$ cat src/design/pic_pkg.sv
package pic_pkg;

    localparam int COORD_BITS = 32;
    localparam int AXIS_BITS  = 16;
    localparam int FRAC_BITS  = 16;
    localparam int AXIS_FRAC  = AXIS_BITS - 2;

    localparam int DW    = COORD_BITS + 1;
    localparam int PW    = DW + AXIS_BITS;
    localparam int DOTW  = PW + 2;
    localparam int LENW  = COORD_BITS - 1;
    localparam int RSW   = LENW + AXIS_FRAC;
    localparam int OFFW  = AXIS_BITS + COORD_BITS - 1;
    localparam int EW    = COORD_BITS + AXIS_BITS;
    localparam int SQW   = 2 * DW;
    localparam int RRW   = 2 * LENW;
    localparam int RL    = (RSW + 1) / 2;
    localparam int RH    = RSW - RL;
    localparam int EL    = (EW + 1) / 2;
    localparam int EH    = EW - EL;
    localparam int AXW   = 3 * AXIS_BITS;
    localparam int CFG_W = (COORD_BITS > AXW) ? COORD_BITS : AXW;
    localparam int IDX_W = 3;
    localparam int NSTAGE = 6;

    localparam logic [IDX_W-1:0] REG_CENTER_X    = 3'd0;
    localparam logic [IDX_W-1:0] REG_CENTER_Y    = 3'd1;
    localparam logic [IDX_W-1:0] REG_CENTER_Z    = 3'd2;
    localparam logic [IDX_W-1:0] REG_AXIS_SIDE   = 3'd3;
    localparam logic [IDX_W-1:0] REG_AXIS_LONG   = 3'd4;
    localparam logic [IDX_W-1:0] REG_AXIS_DEPTH  = 3'd5;
    localparam logic [IDX_W-1:0] REG_RADIUS      = 3'd6;
    localparam logic [IDX_W-1:0] REG_HALF_LENGTH = 3'd7;

    localparam logic [AXW-1:0] AXIS_ONE = AXW'(1) << AXIS_FRAC;
    localparam logic [LENW-1:0] RADIUS_RESET = LENW'(1) << FRAC_BITS;

    typedef struct packed {
        logic signed [COORD_BITS-1:0] center_x;
        logic signed [COORD_BITS-1:0] center_y;
        logic signed [COORD_BITS-1:0] center_z;
        logic [AXW-1:0]               axis_side;
        logic [AXW-1:0]               axis_long;
        logic [AXW-1:0]               axis_depth;
        logic [LENW-1:0]              radius;
        logic [LENW-1:0]              half_length;
        logic [RRW-1:0]               rad_sq;
    } cfg_t;

    typedef struct packed {
        logic radial_ok;
        logic body_in;
        logic sphere_in;
    } flags_t;

    function automatic logic signed [AXIS_BITS-1:0] axis_comp(
        input logic [AXW-1:0] v,
        input int             k
    );
        return $signed(v[k*AXIS_BITS +: AXIS_BITS]);
    endfunction

endpackage

$ cat src/design/pic_regs.sv
module pic_regs (
    input  logic                        clk,
    input  logic                        rst_n,
    input  logic                        cfg_valid,
    output logic                        cfg_ready,
    input  logic [pic_pkg::IDX_W-1:0]   cfg_index,
    input  logic [pic_pkg::CFG_W-1:0]   cfg_data,
    output pic_pkg::cfg_t               cfg
);
    import pic_pkg::*;

    logic signed [COORD_BITS-1:0] center_x_reg;
    logic signed [COORD_BITS-1:0] center_y_reg;
    logic signed [COORD_BITS-1:0] center_z_reg;
    logic [AXW-1:0]               axis_side_reg;
    logic [AXW-1:0]               axis_long_reg;
    logic [AXW-1:0]               axis_depth_reg;
    logic [LENW-1:0]              radius_reg;
    logic [LENW-1:0]              half_length_reg;
    logic [RRW-1:0]               rad_sq_reg;

    assign cfg_ready = 1'b1;

    always_ff @(posedge clk or negedge rst_n)
    begin
        if (!rst_n)
        begin
            center_x_reg    <= '0;
            center_y_reg    <= '0;
            center_z_reg    <= '0;
            axis_side_reg   <= AXIS_ONE;
            axis_long_reg   <= AXIS_ONE << AXIS_BITS;
            axis_depth_reg  <= AXIS_ONE << (2 * AXIS_BITS);
            radius_reg      <= RADIUS_RESET;
            half_length_reg <= '0;
        end
        else if (cfg_valid && cfg_ready)
        begin
            case (cfg_index)
                REG_CENTER_X:    center_x_reg    <= $signed(cfg_data[COORD_BITS-1:0]);
                REG_CENTER_Y:    center_y_reg    <= $signed(cfg_data[COORD_BITS-1:0]);
                REG_CENTER_Z:    center_z_reg    <= $signed(cfg_data[COORD_BITS-1:0]);
                REG_AXIS_SIDE:   axis_side_reg   <= cfg_data[AXW-1:0];
                REG_AXIS_LONG:   axis_long_reg   <= cfg_data[AXW-1:0];
                REG_AXIS_DEPTH:  axis_depth_reg  <= cfg_data[AXW-1:0];
                REG_RADIUS:      radius_reg      <= cfg_data[LENW-1:0];
                REG_HALF_LENGTH: half_length_reg <= cfg_data[LENW-1:0];
                default:         ;
            endcase
        end
    end

    // radius squared is registered from the radius, so it follows a radius write in the next cycle
    always_ff @(posedge clk)
    begin
        rad_sq_reg <= RRW'(radius_reg) * RRW'(radius_reg);
    end

    always_comb
    begin
        cfg.center_x    = center_x_reg;
        cfg.center_y    = center_y_reg;
        cfg.center_z    = center_z_reg;
        cfg.axis_side   = axis_side_reg;
        cfg.axis_long   = axis_long_reg;
        cfg.axis_depth  = axis_depth_reg;
        cfg.radius      = radius_reg;
        cfg.half_length = half_length_reg;
        cfg.rad_sq      = rad_sq_reg;
    end

endmodule

$ cat config.mk
export PLATFORM = sky130hd
export DESIGN_NAME = pic_regs
export DESIGN_NICKNAME = d
export VERILOG_FILES = /design/src/design/pic_pkg.sv /design/src/design/pic_regs.sv
export SDC_FILE = /design/constraint.sdc
export NUM_CORES = 2
export LEC_CHECK = 0
export ABC_AREA = 1
export BUFFER_PORTS_ARGS = -buffer_cell sky130_fd_sc_hd__clkbuf_2
export CORE_MARGIN = 8
export CORE_UTILIZATION = 60
export DETAILED_ROUTE_END_ITERATION = 10
export PLACE_DENSITY = 0.81
export SYNTH_ARGS = -nofsm -noshare
export SYNTH_HDL_FRONTEND = slang
export SYNTH_SLANG_ARGS = --single-unit
$ cat constraint.sdc
create_clock -name clk -period 9.2 [get_ports clk]
set_input_delay 1.84 -clock clk [delete_from_list [all_inputs] [get_ports clk]]
set_output_delay 1.84 -clock clk [all_outputs]
set_load 0.03 [all_outputs]
## After elaboration in Yosys (flattened, before gate mapping)

Cells that the tools add are included.

- Output and inout port bits: 365
- Bits of input ports: 54
- Word-level logic and storage cells: 26
- Register bits: 364

- Eq/ne operators: 7
- Reduce and logical (&&, ||, !) cells: 9
- $mul: 1

Operators with widths:

| kind | count |
|---|---|
| multiplier 31 x 31 -> 62 bit | 1 |
| AND reduction 2 bit | 8 |
| equality test 3 bit, second input constant | 4 |
| equality test 3 x 2 -> 1 bit, second input constant | 2 |
| equality test 3 x 1 -> 1 bit, second input constant | 1 |
| zero test 3 bit | 1 |

## Logic depth before layout (Yosys ltp)

- Depth after elaboration: 2
- Gate-level depth with buffers: 33
- Depth with buffers taken out: 31

## Worst setup path after synthesis

No wires, ideal clock.

- Kind: register to register
- Start point: reg radius_reg[18]
- End point: reg rad_sq_reg[55]
- Path buffers: 2
- Clock period less this slack: 6.692 ns
- Library setup time: 0.112 ns
- Arrival time: 6.579 ns
- Slack: 2.508 ns
- Required time: 9.088 ns
- Stages on the path, launching flop included: 28
- Path through: dfrtp_1 clkbuf_1 buf_1 nand2_1 fa_1 inv_1 fa_1 inv_1 fa_1 fa_1 inv_1 fa_1 fa_1 fa_1 inv_1 fa_1 inv_1 ha_1 nand2_1 inv_1 nand2_1 nand2_1 a21oi_1 nand2_1 a21oi_1 nand2_1 nand2_1 nand2_1

- Cells in the longest elaborated chain, start to end: 1

RTL lines:

| item | RTL line | source |
|---|---|---|
| start: declaration | pic_regs.sv:18 | `logic [LENW-1:0] radius_reg;` |
| start signal: assignment | pic_regs.sv:46 | `REG_RADIUS: radius_reg <= cfg_data[LENW-1:0];` |
| multiplier 31 x 31 -> 62 bit | pic_regs.sv:56 | `rad_sq_reg <= RRW'(radius_reg) * RRW'(radius_reg);` |
| end signal: assignment | pic_regs.sv:56 |  |
| end: declaration | pic_regs.sv:20 | `logic [RRW-1:0] rad_sq_reg;` |

Every way passes these cells.
A chain may end at the register's enable or synchronous reset.

## Worst setup path after layout

- Start point: reg radius_reg[24]
- End point: reg rad_sq_reg[40]

The elaborated chain is that of the path after synthesis.

==> impl_metrics.toml <==
[die]
start_util = 0.6056
io_pins = 419
row_count = 96
die_h_um = 278.9
core_area_mm2 = 0.06847
die_w_um = 278.9
die_area_mm2 = 0.07777

[drt]
first_pass_iters = 6
ant_nets = 0
drc = 0
wl_mm = 118.1
vias_per_cell = 5.286
drt-initial-drc-count = 2431
routedWlPerCell_um = 19.18
vias = 32540

[setup_path]
r2r-start = "radius_reg[24]"
cp.required_ns = 9.66
start_kind = "flip-flop"
ff2ff_setup_slack_ns = 1.70
crit_fanout = 18
path_class = "flip-flop to flip-flop"
worstReg2RegEnd = "rad_sq_reg[40]"
worst_path_max_delay_cell = "dfrtp_1"
crit_arrival_ns = 7.96
cpPeakStageDelay_ns = 0.94
ff2ff_path_depth = 25
crit_top_cell = "fa_1"
end_kind = "flip-flop"

[placed_design]
dpl_cell_area_mm2 = 0.04435
gp_congestion = 1.010
dp_hpwl_mm = 94.71
portBuffers = 416

[global_route]
grt_usage = 0.3106
grt_first_pass_wirelength_mm = 189.7
grt_max_degree = 186
gr-total-overflow = 0
antenna_found_initial = 3
grt_pass1_vias = 35560

[final_layout]
antenna_cells = 0
stdcell_area_mm2 = 0.04563
drive_gt1_frac = 0.1073
largest_reg_flops = 61
area_delta_synth_final_pct = 10.06
nNetsFinal = 6315

[worst_hold_path]
hold_path_startpoint = "center_z_reg[13]"
worstHoldPathType = "flip-flop to flip-flop"
min_to = "center_z_reg[13]"
min_path_cells = 2

[clock_network]
cts_tree = "done"
cts.sinks = 363
cts-resized-gates = 0
htree_levels = 2
cts.clk_slew.worst_paths_ns = 0.06
cts_buffer_depth = 3
cts_root_buffer = "clkbuf_16"
cts_hold_buf = 0
numCtsBuffers = 40
cts_setup_buffers = 0
clock_latency_ns = 0.60

[synthesis]
syn_avg_cell_area_um2 = 8.448
synth-async-reset-ratio = 0.8320
synth-edff-count = 0
syn-instance-count = 4908
synth_cell_type_count = 36
netlist_area_mm2 = 0.04146
synthFlopType = "dfrtp_1"
ys_ff_latch = 363
synth_warnings = 0
syn_nets = 5980
synth_seq_area_share = 0.2118

[timing]
max_slew_margin = 0.2061
finalSetupViolations = 0
fmax_mhz = 133.4
rsz0062_at_grt = "false"
maxSlewViolCount = 0
min_period_over_period = 0.8148
fin_crit_ns = 7.496
hold_viol = 0
finClkSkew_ns = 0.04890
worstMarginPinSlew_ns = 1.187
holdWs_ns = 0.4829
tns_ns = 0

[run]
maxCapViolCount = 0

[run_status]
status = "finished, final reports clean"
-- layout make-up --
cell class              count  area, µm²
clock inverters            13      127.6
inverters                1423       5341
well taps                 882       1104
repair buffers            452       2375
multi-input cells        2963      26740
clock buffers              60       1156
flip-flops and latches    363       8786
fillers                  5417      22830
-- Yosys cell counts, types with 5 or more instances --
cell	count	area share
inv_1	1421	0.13
nand2_1	1277	0.12
fa_1	748	0.36
dfrtp_1	298	0.18
ha_1	270	0.081
o21ai_0	264	0.032
clkbuf_1	132	0.012
nor2_1	132	0.012
a21oi_1	73	0.0088
dfxtp_1	61	0.029
nand3_1	54	0.0065
xor2_1	41	0.0087
buf_2	19	0.0023
xnor2_1	16	0.0034
nand4_1	15	0.0023
nor2_2	11	0.0017
o21ai_1	9	0.0011
o21bai_1	8	0.0014
nor3_2	7	0.0017
buf_1	6	0.00054
nand2_2	6	0.00091
nor3_1	6	0.00072
and2_1	5	0.00075
-- through the flow --
step	setup WS [ns]	std cells	util
after global placement	1.771	6083	0.6478
after detailed placement	1.746	6083	0.6478
after floorplan	2.508	4908	-
after CTS	1.754	6156	0.6665
after global routing	1.296	6156	0.6665
final	1.704	6156	0.6665
-- worst max path at each step --
stage / cells after the start / from / slack (ns) / to
2_1_floorplan: 27 / radius_reg[18] / 2.51 / rad_sq_reg[55]
3_3_place_gp: 25 / radius_reg[24] / 1.77 / rad_sq_reg[61]
3_5_place_dp: 25 / radius_reg[24] / 1.75 / rad_sq_reg[40]
4_1_cts: 25 / radius_reg[24] / 1.75 / rad_sq_reg[40]
5_1_grt: 26 / radius_reg[24] / 1.30 / rad_sq_reg[61]
6_report: 25 / radius_reg[24] / 1.70 / rad_sq_reg[40]
-- worst max-delay path: cells and delay by family (launching register included) --
family | cells | cell delay [ns]
flops | 1 | 0.94
fa+ha+maj | 9 | 4.42
simple gates | 8 | 1.05
buf+inv | 8 | 0.97
-- logic make-up (layout without fill, tap and decap cells) --
group | after synthesis | in the layout | synth area share
AO/OA/AOI/OAI | 358 | 358 | 0.04400
adder cells (fa/ha/maj) | 1018 | 1018 | 0.4426
XOR/XNOR | 57 | 57 | 0.01204
flip-flops | 363 | 363 | 0.2118
AND/OR/NAND/NOR | 1528 | 1528 | 0.1453
buffers and inverters | 1582 | 1948 | 0.1440
other | 2 | 2 | 0.0001811
-- layout by cell type, fill, tap and decap left out, types with 4 or more instances in the layout --
master / netlist / routed
o21bai_1: 8 / 8
buf_4: 2 / 35
nor3_1: 6 / 6
fa_1: 748 / 748
dfrtp_1: 298 / 296
nor2_2: 11 / 11
o21ai_1: 9 / 9
nand2_2: 6 / 12
clkbuf_16: 0 / 40
nor3_2: 7 / 6
nor2_1: 132 / 132
dfxtp_1: 61 / 61
o21ai_0: 264 / 264
clkbuf_8: 0 / 8
inv_1: 1421 / 1421
ha_1: 270 / 270
nand3_2: 4 / 4
xor2_1: 41 / 41
clkinv_2: 0 / 6
dfstp_2: 4 / 4
clkbuf_1: 132 / 12
nand2_1: 1277 / 1271
or2_2: 4 / 4
and2_1: 5 / 5
nand4_1: 15 / 15
nand3_1: 54 / 53
a21oi_1: 73 / 73
xnor2_1: 16 / 16
clkbuf_2: 0 / 415
-- routing by layer --
layer / wire length [µm] / track usage / vias to the layer above
met3: 11940 / 0.08515 / 370
met2: 58340 / 0.5274 / 1558
met4: 5940 / 0.1429 / 0
met5: 0 / 0 / -
li1: - / - / 14650
met1: 41880 / 0.3676 / 15960
Power is left out: the tool's default activity adds up to more than one toggle a clock period on the data nets, which glitch-free logic cannot reach.
